--- config.mk ---
export PLATFORM = sky130hd
export DESIGN_NAME = sqcg_emit
export DESIGN_NICKNAME = d
export VERILOG_FILES = /design/src/hw/rtl/sqcg_pkg.sv /design/src/hw/rtl/sqcg_emit.sv
export SDC_FILE = /design/constraint.sdc
export NUM_CORES = 2
export LEC_CHECK = 0
export BUFFER_PORTS_ARGS = -buffer_cell sky130_fd_sc_hd__buf_4
export CAP_MARGIN = 20
export CORE_MARGIN = 8
export CORE_UTILIZATION = 65
export CTS_CLUSTER_DIAMETER = 100
export DETAILED_ROUTE_END_ITERATION = 12
export PLACE_DENSITY = 0.86
export SYNTH_ARGS = -nofsm -noshare
export SYNTH_HDL_FRONTEND = slang
export SYNTH_SLANG_ARGS = --single-unit
--- constraint.sdc ---
create_clock -name i_clk -period 27 [get_ports i_clk]
set_clock_uncertainty 0.2 [all_clocks]
set_input_delay 1.35 -clock i_clk [delete_from_list [all_inputs] [get_ports i_clk]]
set_output_delay 1.35 -clock i_clk [all_outputs]
set_load 0.03 [all_outputs]
--- src/hw/rtl/sqcg_pkg.sv ---
// Shared widths, register codes and types of the surface quad corner generator.
package sqcg_pkg;

    localparam int FRAC_BITS = 16;
    localparam int COORD_W   = 32;
    localparam int NORM_W    = FRAC_BITS + 2;
    localparam int REG_W     = FRAC_BITS + 1;
    localparam int EDGE_W    = COORD_W + 1;
    localparam int VX_W      = REG_W + 1;
    localparam int PROD_W    = VX_W + NORM_W;
    localparam int CROSS_W   = PROD_W + 1;
    localparam int RS_W      = (CROSS_W > EDGE_W) ? CROSS_W : EDGE_W;
    localparam int MAG_W     = RS_W;
    localparam int POS_W     = $clog2(MAG_W);
    localparam int MAN_W     = 30;
    localparam int MAN_TOP   = MAN_W - 1;
    localparam int SQR_W     = 2 * MAN_W;
    localparam int SQ_W      = 64;
    localparam int ROOT_W    = MAN_W + 1;
    localparam int SQRT_D    = ROOT_W;
    localparam int NUM_W     = MAN_W + REG_W + 1;
    localparam int QUO_W     = REG_W;
    localparam int REM_W     = ROOT_W + 2;
    localparam int LPROD_W   = NORM_W + REG_W;
    localparam int LIFT_W    = NORM_W + REG_W - FRAC_BITS + 1;
    localparam int SUM_W     = COORD_W + 3;
    localparam int RS_D      = 5 + SQRT_D + 1 + QUO_W + 1;
    localparam int CROSS_D   = 2;

    localparam int CFG_IDX_W = 1;
    localparam logic [CFG_IDX_W-1:0] REG_HALF_SIZE   = 1'd0;
    localparam logic [CFG_IDX_W-1:0] REG_NORMAL_LIFT = 1'd1;
    localparam logic [REG_W-1:0]     HALF_SIZE_RST   = REG_W'(6554);
    localparam logic [REG_W-1:0]     NORMAL_LIFT_RST = REG_W'(66);

    typedef logic [2:0][COORD_W-1:0] t_coord3;

    typedef struct packed {
        t_coord3                   c;
        logic [2:0][LIFT_W-1:0]    lf;
        logic [2:0][NORM_W-1:0]    n;
        logic [2:0][VX_W-1:0]      vx;
        logic                      degen;
    } t_side;

endpackage

--- src/hw/rtl/sqcg_emit.sv ---
// Corner sums with saturation and the four-word output register.
module sqcg_emit (
    input  logic                                 i_clk,
    input  logic                                 i_rst_n,
    input  logic                                 i_vld,
    input  logic [2:0][sqcg_pkg::VX_W-1:0]       i_vy,
    input  logic                                 i_zero,
    input  sqcg_pkg::t_side                      i_sb,
    input  logic                                 i_ready,
    output logic                                 o_en,
    output logic                                 o_valid,
    output logic [1:0]                           o_index,
    output sqcg_pkg::t_coord3                    o_corner,
    output logic                                 o_degen,
    output logic                                 o_last
);

    localparam logic [1:0] LAST_IDX = 2'd3;

    sqcg_pkg::t_coord3               r_cor [4];
    sqcg_pkg::t_coord3               n_cor [4];
    logic                            r_full;
    logic [1:0]                      r_cnt;
    logic                            r_degen;
    logic signed [sqcg_pkg::SUM_W-1:0] d;
    logic signed [sqcg_pkg::SUM_W-1:0] s;
    logic                            fire;

    always_comb begin
        for (int k = 0; k < 4; k++) begin
            for (int i = 0; i < 3; i++) begin
                unique case (k)
                    0:       d =  sqcg_pkg::SUM_W'($signed(i_sb.vx[i]));
                    1:       d = -sqcg_pkg::SUM_W'($signed(i_vy[i]));
                    2:       d = -sqcg_pkg::SUM_W'($signed(i_sb.vx[i]));
                    default: d =  sqcg_pkg::SUM_W'($signed(i_vy[i]));
                endcase
                s = sqcg_pkg::SUM_W'($signed(i_sb.c[i])) + d
                  + sqcg_pkg::SUM_W'($signed(i_sb.lf[i]));
                if (s[sqcg_pkg::SUM_W-1:sqcg_pkg::COORD_W-1] == '0
                    || s[sqcg_pkg::SUM_W-1:sqcg_pkg::COORD_W-1] == '1) begin
                    n_cor[k][i] = s[sqcg_pkg::COORD_W-1:0];
                end else if (s[sqcg_pkg::SUM_W-1]) begin
                    n_cor[k][i] = {1'b1, {(sqcg_pkg::COORD_W-1){1'b0}}};
                end else begin
                    n_cor[k][i] = {1'b0, {(sqcg_pkg::COORD_W-1){1'b1}}};
                end
            end
        end
    end

    assign fire = r_full && i_ready;
    assign o_en = !r_full || (i_ready && (r_cnt == LAST_IDX));

    always_ff @(posedge i_clk) begin
        if (!i_rst_n) begin
            r_full <= 1'b0;
            r_cnt  <= '0;
        end else begin
            if (fire) begin
                r_cnt <= r_cnt + 2'd1;
            end
            if (o_en) begin
                r_full <= i_vld;
            end
        end
    end

    always_ff @(posedge i_clk) begin
        if (o_en) begin
            for (int k = 0; k < 4; k++) begin
                r_cor[k] <= n_cor[k];
            end
            r_degen <= i_sb.degen | i_zero;
        end
    end

    assign o_valid  = r_full;
    assign o_index  = r_cnt;
    assign o_corner = r_cor[r_cnt];
    assign o_degen  = r_degen;
    assign o_last   = (r_cnt == LAST_IDX);

endmodule

==> load_flow_metrics.sql <==
INSERT INTO impl_metrics (metric_group, metric, value, unit) VALUES
('synthesis', 'mappedNetlistNets', '6236', ''),
('job', 'maxCapViolations', '0', ''),
('timing', 'pnr_worst_setup_slack', '20430', 'ps'),
('cells_and_area', 'finish.utilization', '72.6', '%'),
('synthesis', 'synth_largest_type_area_fraction', '23.9', '%'),
('routing', 'wire_per_inst', '22.4', 'um'),
('synthesis', 'synth-edff-count', '385', ''),
('setup_path', 'maximum_fanout_along_the_worst_path', '31', ''),
('synthesis', 'mappedNetlistArea', '0.0483', 'mm2'),
('clock_tree', 'cts-root-buf', 'clkbuf_16', ''),
('power', 'ir_drop', '0.0603', 'mV'),
('floorplan', 'die_span_x', '289', 'um'),
('synthesis', 'most_used_dff_post_synth', 'edfxtp_1', ''),
('synthesis', 'post_synth_inst_count', '5125', ''),
('floorplan', 'design.die.area', '0.0834', 'mm2'),
('floorplan', 'start_util', '65.3', '%'),
('synthesis', 'synth_common_cells', '946 x inv_1, 417 x a21oi_1, 397 x ha_1', ''),
('routing', 'vias_per_cell', '6.33', ''),
('setup_path', 'cp_data_required_time', '27090', 'ps'),
('timing', 'achievable-frequency', '0.152', 'GHz'),
('clock_tree', 'clkTransAtPathRegs', '60', 'ps'),
('setup_path', 'criticalPathCategory', 'input pin to flop', ''),
('placement', 'detailedPlace.worstSlack', '19890', 'ps'),
('clock_tree', 'clk_latency', '600', 'ps'),
('routing', 'antenna_violating_nets_post_route', '0', ''),
('setup_path', 'cp_top_delay_family', 'compound AO/OA/AOI/OAI gates', ''),
('synthesis', 'ys_warn_count', '0', ''),
('clock_tree', 'post_cts_repair_setup_buffers', '0', ''),
('routing', 'drtPass1Iterations', '6', ''),
('timing', 'worst_pin_slew', '1140', 'ps'),
('placement', 'dpl_cell_area', '0.0520', 'mm2'),
('synthesis', 'avgSynthCellArea', '9.43', 'um2'),
('synthesis', 'async_flop_share', '0', '%'),
('clock_tree', 'hold_buffers', '0', ''),
('floorplan', 'fp.coreArea', '0.0741', 'mm2'),
('min_path', 'min-delay-path-class', 'flop to flop', ''),
('timing', 'hold_viol', '0', ''),
('timing', 'post-route-period-util', '24.3', '%'),
('cells_and_area', 'area_growth', '11.2', '%'),
('timing', 'report.final.slew_viol_count', '0', ''),
('run_status', 'run_status', 'complete, no violations', ''),
('clock_tree', 'cts_tree', 'built', ''),
('timing', 'layout_min_cycle_time', '6570', 'ps'),
('global_route', 'grt_pass1_vias', '40000', ''),
('clock_tree', 'ctsHtreeMaxLevel', '2', ''),
('synthesis', 'proportion_of_synthesized_chip_area_in_sequential_cells', '24.1', '%'),
('synthesis', 'dominant_cells_by_area_after_synthesis', 'edfxtp_1 24%, fa_1 16%, ha_1 10%, inv_1 7.3%, mux4_2 4.5%', ''),
('power', 'p_leak', '24.7', 'nW'),
('floorplan', 'io_pins', '426', ''),
('cells_and_area', 'post-route-cell-area', '0.0537', 'mm2'),
('timing', 'final.setup.tns', '0', 'ps'),
('floorplan', 'num_rows', '100', ''),
('routing', 'detail_route.drc_violations', '0', ''),
('placement', 'hpwlAfterDp', '114', 'mm'),
('cells_and_area', 'fillCellCount', '5609', ''),
('setup_path', 'path_cells', 'buf_4 -> clkinv_2 -> buf_4 -> fa_1 -> ha_1 -> a21oi_1 -> o21ai_0 -> a2111oi_0 -> o21ai_0 -> a41oi_2 -> o21ai_1 -> a311o_1 -> o31ai_4 -> buf_4 -> o211ai_1', ''),
('global_route', 'grt_util_all_layers', '34.1', '%'),
('routing', 'via_count', '40600', ''),
('global_route', 'gr-total-overflow', '0', ''),
('setup_path', 'worst-path-buf-inv', '4', ''),
('setup_path', 'worst-endpoint-arrival', '6660', 'ps'),
('setup_path', 'critPathLaunchType', 'input pin', ''),
('setup_path', 'critical-path-top-cell-by-count', 'buf_4', ''),
('timing', 'maxSlewHeadroom', '23.7', '%'),
('cells_and_area', 'layout_cell_share_with_drive_strength_beyond_1', '12.8', '%'),
('cells_and_area', 'design.final.nets', '6522', ''),
('placement', 'io_buffer_count', '371', ''),
('setup_path', 'critical_path.max_stage_delay', '590', 'ps'),
('global_route', 'antenna_violations_before_repair', '4', ''),
('synthesis', 'synth.ff_latch_count', '390', ''),
('synthesis', 'yosys.area.top_type', 'edfxtp_1', '');
[per-stage QoR]
stage / std cells / power, mW / hold slack, ps
final: 6419 / 4.31 / 373
after CTS: 6414 / 4.26 / 366
after detailed placement: 6328 / 3.55 / 351
after floorplan: 5125 / 2.82 / 417
after global routing: 6419 / 4.54 / 391
after global placement: 6327 / 3.49 / 292
[cells by family after synthesis]
logic type	share of synthesized area (%)
flip-flops	24.1
buffers and inverters	8.92
adder cells (fa/ha/maj)	26.4
AND/OR/NAND/NOR	8.12
multiplexers	4.65
AO/OA/AOI/OAI	21.8
XOR/XNOR	5.92
[where the power goes]
part	switching (mW)	leakage [nW]	internal [mW]
Clock	0.280	0.797	0.409
Sequential	0.0975	3.72	1.04
Combinational	1.52	20.2	0.953
Total	1.90	24.7	2.40
[placed cells by master, fill, tap and decap left out, drive strengths merged, types with 12 or more instances in the layout]
| cell | instances |
|---|---|
| a31oi | 60 |
| o21bai | 57 |
| nand2 | 218 |
| buf | 411 |
| o211a | 12 |
| a211o | 20 |
| nand3 | 77 |
| xor2 | 139 |
| and2 | 22 |
| a21boi | 15 |
| nor4 | 14 |
| o21a | 55 |
| clkbuf | 50 |
| inv | 947 |
| and3 | 33 |
| nand4 | 47 |
| nor2b | 41 |
| o21ai | 304 |
| a2111oi | 12 |
| a211oi | 54 |
| xnor2 | 187 |
| a41oi | 16 |
| o211ai | 98 |
| or3 | 21 |
| or2 | 17 |
| o41ai | 14 |
| o31ai | 32 |
| fa | 390 |
| nor2 | 194 |
| ha | 397 |
| o22ai | 14 |
| mux4 | 96 |
| edfxtp | 385 |
| a21o | 273 |
| nand2b | 24 |
| nor3 | 66 |
| clkinv | 22 |
| a21oi | 440 |
[final timing paths]
| path | cells past startpoint | slack (ps) | end | startpoint |
|---|---|---|---|---|
| min | 2 | 370 | o_index[1] | o_index[1] |
| min reg2reg | 2 | 370 | o_index[1] | o_index[1] |
| max | 15 | 20430 | r_cor[2][0] | i_sb[128] |
| max reg2reg | 5 | 23300 | r_cor[0][86] | o_index[1] |
[worst register-to-register path, delay by kind of cell (launching register included)]
| kind | cells | cell delay (ps) |
|---|---|---|
| adder cells (fa/ha/maj) | 1 | 200 |
| flip-flops | 1 | 390 |
| AND/OR/NAND/NOR | 2 | 780 |
| buffers and inverters | 2 | 1670 |
[sequential cells by signal, summed over array words and instances (netlist names), named ones only]
name,flops
o_index,2
r_cor,384
o_valid,1
o_degen,1
[area by class of cell]
| type | instances | area (um2) | area share (%) |
|---|---|---|---|
| clock inverter | 36 | 419 | 0.780 |
| antenna | 2 | 5.00 | 0.00931 |
| timing repair buffer | 411 | 3130 | 5.83 |
| multi-input combinational | 3614 | 32500 | 60.5 |
| tap | 969 | 1210 | 2.26 |
| sequential | 390 | 11700 | 21.7 |
| inverter | 947 | 3560 | 6.62 |
| clock buffer | 50 | 1230 | 2.29 |
[routing by layer]
layer / vias to the layer above / track usage, % / wire length (um)
met2: 2208 / 54.4 / 66100
met5: - / 0 / 11
met1: 19600 / 45.7 / 56800
li1: 18500 / - / -
met4: 2 / 14.3 / 6720
met3: 369 / 6.32 / 14300
Note: power is estimated with default switching activity, not from simulation.
