$ cat config.mk
export PLATFORM = sky130hd
export DESIGN_NAME = sqcg_front
export DESIGN_NICKNAME = d
export VERILOG_FILES = /design/src/hw/rtl/sqcg_pkg.sv /design/src/hw/rtl/sqcg_front.sv
export SDC_FILE = /design/constraint.sdc
export NUM_CORES = 2
export LEC_CHECK = 0
export BUFFER_PORTS_ARGS = -buffer_cell sky130_fd_sc_hd__buf_2
export CAP_MARGIN = 10
export CORE_MARGIN = 5
export CORE_UTILIZATION = 60
export DETAILED_ROUTE_END_ITERATION = 10
export PLACE_DENSITY_LB_ADDON = 0.1
export SLEW_MARGIN = 20
export SYNTH_ARGS = -nofsm -noshare
export SYNTH_HDL_FRONTEND = slang
export SYNTH_SLANG_ARGS = --single-unit
$ cat constraint.sdc
create_clock -name i_clk -period 9.6 [get_ports i_clk]
set_input_delay 0.48 -clock i_clk [delete_from_list [all_inputs] [get_ports i_clk]]
set_output_delay 0.48 -clock i_clk [all_outputs]
set_load 0.02 [all_outputs]
$ cat src/hw/rtl/sqcg_pkg.sv
// Shared widths, register codes and types of the surface quad corner generator.
package sqcg_pkg;

    localparam int FRAC_BITS = 16;
    localparam int COORD_W   = 32;
    localparam int NORM_W    = FRAC_BITS + 2;
    localparam int REG_W     = FRAC_BITS + 1;
    localparam int EDGE_W    = COORD_W + 1;
    localparam int VX_W      = REG_W + 1;
    localparam int PROD_W    = VX_W + NORM_W;
    localparam int CROSS_W   = PROD_W + 1;
    localparam int RS_W      = (CROSS_W > EDGE_W) ? CROSS_W : EDGE_W;
    localparam int MAG_W     = RS_W;
    localparam int POS_W     = $clog2(MAG_W);
    localparam int MAN_W     = 30;
    localparam int MAN_TOP   = MAN_W - 1;
    localparam int SQR_W     = 2 * MAN_W;
    localparam int SQ_W      = 64;
    localparam int ROOT_W    = MAN_W + 1;
    localparam int SQRT_D    = ROOT_W;
    localparam int NUM_W     = MAN_W + REG_W + 1;
    localparam int QUO_W     = REG_W;
    localparam int REM_W     = ROOT_W + 2;
    localparam int LPROD_W   = NORM_W + REG_W;
    localparam int LIFT_W    = NORM_W + REG_W - FRAC_BITS + 1;
    localparam int SUM_W     = COORD_W + 3;
    localparam int RS_D      = 5 + SQRT_D + 1 + QUO_W + 1;
    localparam int CROSS_D   = 2;

    localparam int CFG_IDX_W = 1;
    localparam logic [CFG_IDX_W-1:0] REG_HALF_SIZE   = 1'd0;
    localparam logic [CFG_IDX_W-1:0] REG_NORMAL_LIFT = 1'd1;
    localparam logic [REG_W-1:0]     HALF_SIZE_RST   = REG_W'(6554);
    localparam logic [REG_W-1:0]     NORMAL_LIFT_RST = REG_W'(66);

    typedef logic [2:0][COORD_W-1:0] t_coord3;

    typedef struct packed {
        t_coord3                   c;
        logic [2:0][LIFT_W-1:0]    lf;
        logic [2:0][NORM_W-1:0]    n;
        logic [2:0][VX_W-1:0]      vx;
        logic                      degen;
    } t_side;

endpackage

$ cat src/hw/rtl/sqcg_front.sv
// Front stages: edge vector and rounded lift along the normal.
module sqcg_front (
    input  logic                                         i_clk,
    input  logic                                         i_rst_n,
    input  logic                                         i_en,
    input  logic                                         i_vld,
    input  sqcg_pkg::t_coord3                            i_v0,
    input  sqcg_pkg::t_coord3                            i_v1,
    input  logic [2:0][sqcg_pkg::NORM_W-1:0]             i_n,
    input  sqcg_pkg::t_coord3                            i_c,
    input  logic [sqcg_pkg::REG_W-1:0]                   i_lift,
    output logic                                         o_vld,
    output logic [2:0][sqcg_pkg::RS_W-1:0]               o_vec,
    output sqcg_pkg::t_side                              o_sb
);

    logic [2:0][sqcg_pkg::EDGE_W-1:0]  r_e;
    logic [2:0][sqcg_pkg::LPROD_W-1:0] r_lp;
    logic [2:0]                        r_ns;
    logic [2:0][sqcg_pkg::NORM_W-1:0]  r_n;
    sqcg_pkg::t_coord3                 r_c;
    logic                              r_v0;
    logic                              r_v1;
    logic [2:0][sqcg_pkg::RS_W-1:0]    r_vec;
    sqcg_pkg::t_side                   r_sb;

    logic [2:0][sqcg_pkg::NORM_W-1:0]  nm;
    logic [2:0][sqcg_pkg::EDGE_W-1:0]  n_e;
    logic [2:0][sqcg_pkg::LPROD_W:0]   rq;
    logic [2:0][sqcg_pkg::LIFT_W-1:0]  n_lf;

    always_comb begin
        for (int i = 0; i < 3; i++) begin
            nm[i]  = i_n[i][sqcg_pkg::NORM_W-1] ? (~i_n[i] + 1'b1) : i_n[i];
            n_e[i] = {i_v1[i][sqcg_pkg::COORD_W-1], i_v1[i]}
                   - {i_v0[i][sqcg_pkg::COORD_W-1], i_v0[i]};
            rq[i]  = ((sqcg_pkg::LPROD_W+1)'(r_lp[i])
                   + ((sqcg_pkg::LPROD_W+1)'(1) << (sqcg_pkg::FRAC_BITS - 1)))
                   >> sqcg_pkg::FRAC_BITS;
            n_lf[i] = r_ns[i] ? (~rq[i][sqcg_pkg::LIFT_W-1:0] + 1'b1)
                              : rq[i][sqcg_pkg::LIFT_W-1:0];
        end
    end

    always_ff @(posedge i_clk) begin
        if (!i_rst_n) begin
            r_v0 <= 1'b0;
            r_v1 <= 1'b0;
        end else if (i_en) begin
            r_v0 <= i_vld;
            r_v1 <= r_v0;
        end
    end

    always_ff @(posedge i_clk) begin
        if (i_en) begin
            for (int i = 0; i < 3; i++) begin
                r_e[i]   <= n_e[i];
                r_lp[i]  <= sqcg_pkg::LPROD_W'(nm[i]) * sqcg_pkg::LPROD_W'(i_lift);
                r_ns[i]  <= i_n[i][sqcg_pkg::NORM_W-1];
                r_vec[i] <= sqcg_pkg::RS_W'($signed(r_e[i]));
            end
            r_n         <= i_n;
            r_c         <= i_c;
            r_sb.c      <= r_c;
            r_sb.n      <= r_n;
            r_sb.lf     <= n_lf;
            r_sb.vx     <= '0;
            r_sb.degen  <= 1'b0;
        end
    end

    assign o_vld = r_v1;
    assign o_vec = r_vec;
    assign o_sb  = r_sb;

endmodule

==> out/summary.json <==
{
  "outcome": {"value": "completed"},
  "p_leak": {"value": 30.9, "unit": "nW"},
  "globalplace.congestion": {"value": 0.890},
  "maxCapViolations": {"value": 0},
  "cts.clk_slew.worst_paths": {"value": 60, "unit": "ps"},
  "ys_seq_area_frac": {"value": 0.323},
  "critical-path-top-delay-family": {"value": "adder cells"},
  "post_route_cells_drive_above_1_share": {"value": 0.146},
  "routed_via_density": {"value": 5.44},
  "stdcell_count": {"value": 7493},
  "cts_sinks": {"value": 620},
  "ys_types": {"value": 100},
  "htree_num_levels": {"value": 3},
  "setup_violations": {"value": 0},
  "die-width": {"value": 320, "unit": "um"},
  "core": {"value": 95200, "unit": "um2"},
  "max-slew-margin-rel": {"value": 0.227},
  "ff_latch_area": {"value": 18600, "unit": "um2"},
  "grt_setup_unrepaired": {"value": "no"},
  "yosys.area.top_type": {"value": "sky130_fd_sc_hd__edfxtp_1"},
  "regToRegSetupSlack": {"value": 6360, "unit": "ps"},
  "detailroute.via_count": {"value": 40800},
  "cellPowerDensity": {"value": 386, "unit": "nW/um2"},
  "antenna_found_initial": {"value": 13},
  "timing.hold.worst.class": {"value": "in -> reg"},
  "share_seq_of_total_power": {"value": 0.187},
  "die_height": {"value": 320, "unit": "um"},
  "post-dp-hpwl": {"value": 111, "unit": "mm"},
  "final_min_period_over_clock_period": {"value": 0.849},
  "path_max_fanout": {"value": 18},
  "post-cts-setup-buffers": {"value": 0},
  "ys.warnings.count": {"value": 0},
  "pin_count": {"value": 740},
  "finalWorstPathRequiredPeriod": {"value": 8150, "unit": "ps"},
  "power.switching": {"value": 11.7, "unit": "mW"},
  "synth_area_per_cell": {"value": 10.5, "unit": "um2"},
  "design.final.nets": {"value": 7671},
  "grt_first_pass_wirelength": {"value": 232, "unit": "mm"},
  "worst_path_max_delay_cell": {"value": "sky130_fd_sc_hd__fa_1"},
  "flow.area_growth_from_synthesis": {"value": 13.2, "unit": "%"},
  "yosys_register_bits": {"value": 620},
  "clk_root_buffer_cell": {"value": "sky130_fd_sc_hd__clkbuf_16"},
  "swShare": {"value": 0.465},
  "max-vdd-ir-drop": {"value": 709, "unit": "uV"},
  "post_synth_instance_area": {"value": 57600, "unit": "um2"},
  "worstPathRequired": {"value": 9980, "unit": "ps"},
  "grt.overflow.total": {"value": 0},
  "placement.io_buffers": {"value": 684},
  "report.power.total": {"value": 25.2, "unit": "mW"},
  "leading_cell_type_in_the_layout_fill_and_taps_excluded": {"value": "sky130_fd_sc_hd__inv_1"},
  "fillCellCount": {"value": 7338},
  "report.final.slew_viol_count": {"value": 0},
  "drtAntennaViolNets": {"value": 0},
  "layout.cells.most_common_list": {"value": "sky130_fd_sc_hd__inv_1, sky130_fd_sc_hd__fa_1, sky130_fd_sc_hd__buf_2"},
  "die_area": {"value": 102000, "unit": "um2"},
  "std_cell_rows": {"value": 113},
  "floorplan.initialDensity": {"value": 0.606},
  "comb_power_share": {"value": 0.708},
  "synth_top_area_frac": {"value": 0.322},
  "clockBufferDepth": {"value": 3},
  "worst_skew_pair.late_latency": {"value": 640, "unit": "ps"},
  "netlist_instances": {"value": 5492},
  "critical_path.startpoint_type": {"value": "input port"},
  "groute.usage.overall": {"value": 0.285},
  "timing.critical_path.buf_inv": {"value": 6},
  "residual_drc": {"value": 0},
  "area_of_the_multi_input_gates": {"value": 34100, "unit": "um2"},
  "cts_stage_hold_buffer_count": {"value": 90},
  "setup_total_negative_slack": {"value": 0, "unit": "ps"},
  "tritoncts_clock_tree": {"value": "yes"},
  "share_of_total_power_in_the_clock_network": {"value": 0.104},
  "finClkSkew": {"value": 35.9, "unit": "ps"},
  "grt_pass1_vias": {"value": 42600},
  "cell_internal_pwr": {"value": 13.5, "unit": "mW"},
  "wire_per_inst": {"value": 19.5, "unit": "um"},
  "yosys-top-cells-area": {"value": "sky130_fd_sc_hd__edfxtp_1, sky130_fd_sc_hd__fa_1, sky130_fd_sc_hd__ha_1"},
  "cpMostUsedCell": {"value": "sky130_fd_sc_hd__fa_1"},
  "post-place-cells": {"value": 7272},
  "grt_start_max_net_pins": {"value": 189},
  "ys.flop_type": {"value": "sky130_fd_sc_hd__edfxtp_1"},
  "end_kind": {"value": "flop"},
  "dr.pass1.iters": {"value": 9},
  "timing.fmax": {"value": 0.123, "unit": "GHz"},
  "critical-path-max-stage-delay": {"value": 530, "unit": "ps"},
  "post_cts.resized_instances": {"value": 0},
  "path_type_of_the_worst_setup_path": {"value": "in -> reg"},
  "timing_hold_violations_final": {"value": 0},
  "drtIter0Drc": {"value": 3000},
  "max_slew.worst_pin.slew": {"value": 1150, "unit": "ps"},
  "ys_async_sr_fraction": {"value": 0},
  "numCtsBuffers": {"value": 69},
  "edff_count_synth": {"value": 618},
  "crit_arrival": {"value": 8530, "unit": "ps"},
  "wl": {"value": 146, "unit": "mm"}
}
[worst register-to-register path, stage by stage (launching register included)]
cell	delay (ps)
sky130_fd_sc_hd__edfxtp_1	510
sky130_fd_sc_hd__ha_1	430
sky130_fd_sc_hd__and4_1	460
sky130_fd_sc_hd__nand4_1	250
sky130_fd_sc_hd__nor2_1	260
sky130_fd_sc_hd__nand3_1	100
sky130_fd_sc_hd__o21ai_0	80
sky130_fd_sc_hd__or3b_4	430
sky130_fd_sc_hd__o41ai_2	360
sky130_fd_sc_hd__xor2_1	110
[area by class of cell]
type,instances,share of cell area
multi-input cells,3606,0.522
diodes,10,0.000384
repair buffers,838,0.0746
well taps,1265,0.0243
flip-flops and latches,620,0.285
clock inverters,44,0.00700
clock buffers,77,0.0272
inverters,1033,0.0594
[synthesized netlist by cell type (7+ instances only)]
| library cell | instances |
|---|---|
| sky130_fd_sc_hd__a211o_1 | 8 |
| sky130_fd_sc_hd__and4_1 | 11 |
| sky130_fd_sc_hd__o2111ai_1 | 7 |
| sky130_fd_sc_hd__nor2_1 | 124 |
| sky130_fd_sc_hd__a211oi_1 | 20 |
| sky130_fd_sc_hd__o21ai_0 | 108 |
| sky130_fd_sc_hd__fa_1 | 714 |
| sky130_fd_sc_hd__ha_1 | 426 |
| sky130_fd_sc_hd__xor2_1 | 81 |
| sky130_fd_sc_hd__o21ai_1 | 8 |
| sky130_fd_sc_hd__a21oi_1 | 158 |
| sky130_fd_sc_hd__buf_2 | 14 |
| sky130_fd_sc_hd__or2_2 | 8 |
| sky130_fd_sc_hd__nand3_1 | 62 |
| sky130_fd_sc_hd__buf_4 | 70 |
| sky130_fd_sc_hd__nor4_1 | 12 |
| sky130_fd_sc_hd__a22oi_1 | 7 |
| sky130_fd_sc_hd__and2_1 | 396 |
| sky130_fd_sc_hd__nor2b_1 | 28 |
| sky130_fd_sc_hd__o31a_1 | 10 |
| sky130_fd_sc_hd__o41ai_1 | 11 |
| sky130_fd_sc_hd__clkbuf_1 | 191 |
| sky130_fd_sc_hd__nand2b_1 | 21 |
| sky130_fd_sc_hd__o22ai_1 | 7 |
| sky130_fd_sc_hd__a21o_1 | 90 |
| sky130_fd_sc_hd__nand4_1 | 32 |
| sky130_fd_sc_hd__edfxtp_1 | 618 |
| sky130_fd_sc_hd__o31ai_1 | 24 |
| sky130_fd_sc_hd__mux2i_1 | 10 |
| sky130_fd_sc_hd__nor3_1 | 36 |
| sky130_fd_sc_hd__o211ai_1 | 10 |
| sky130_fd_sc_hd__o21a_1 | 23 |
| sky130_fd_sc_hd__or3_1 | 18 |
| sky130_fd_sc_hd__o21bai_1 | 14 |
| sky130_fd_sc_hd__xnor2_1 | 227 |
| sky130_fd_sc_hd__a31oi_1 | 25 |
| sky130_fd_sc_hd__inv_1 | 1031 |
| sky130_fd_sc_hd__and3_1 | 40 |
| sky130_fd_sc_hd__nand2_1 | 671 |
[final timing paths]
check,depth (start not counted),end,start
min,1,r_c[73],i_c[73]
min reg2reg,0,o_sb[191],r_c[22]
max reg2reg,9,o_sb[128],r_lp[16]
max,28,r_lp[32],i_n[0]
[power groups by stage]
stage	logic [mW]	clock network [mW]	registers, mW
2_1_floorplan	13.3	0	4.79
3_3_place_gp	17.4	0	4.75
3_5_place_dp	17.6	0	4.77
4_1_cts	17.9	2.69	4.72
5_1_grt	20.2	2.81	4.77
6_report	17.8	2.63	4.72
[per-stage QoR]
stage	hold WS, ps	util	instance area [um2]	worst slack [ps]
global route	11.1	0.686	65200	1040
detailed placement	405	0.652	62100	895
finish	41.2	0.686	65200	1450
CTS	0.100	0.685	65200	1540
global placement	400	0.652	62100	1040
floorplan	400	-	57800	1460
[flip-flops by register name (all words and copies together), names as in the netlist]
register  flops
r_ns          3
r_c          96
r_e          99
o_vld         1
r_n          51
o_sb        210
r_v0          1
r_lp         60
o_vec        99
[metal layers]
layer | part of all wire | track usage | up-vias
li1 | - | - | 18800
met1 | 0.41 | 0.378 | 20300
met2 | 0.50 | 0.497 | 1426
met3 | 0.064 | 0.0467 | 244
met4 | 0.026 | 0.0720 | 2
met5 | 0.000062 | 0 | -
[logic make-up (layout without fill, tap and decap cells)]
family | Yosys count | count (layout) | synth area share
buffers and inverters | 1320 | 1992 | 0.0919
DFF | 620 | 620 | 0.323
other | 1 | 65 | 0.0000651
AOI/OAI and AO/OA | 590 | 590 | 0.0670
muxes | 12 | 12 | 0.00213
and+or+nand+nor | 1501 | 1501 | 0.129
xor gates and xnor gates | 308 | 308 | 0.0468
adders and majority gates | 1140 | 1140 | 0.340
(Power assumes the default switching activity.)
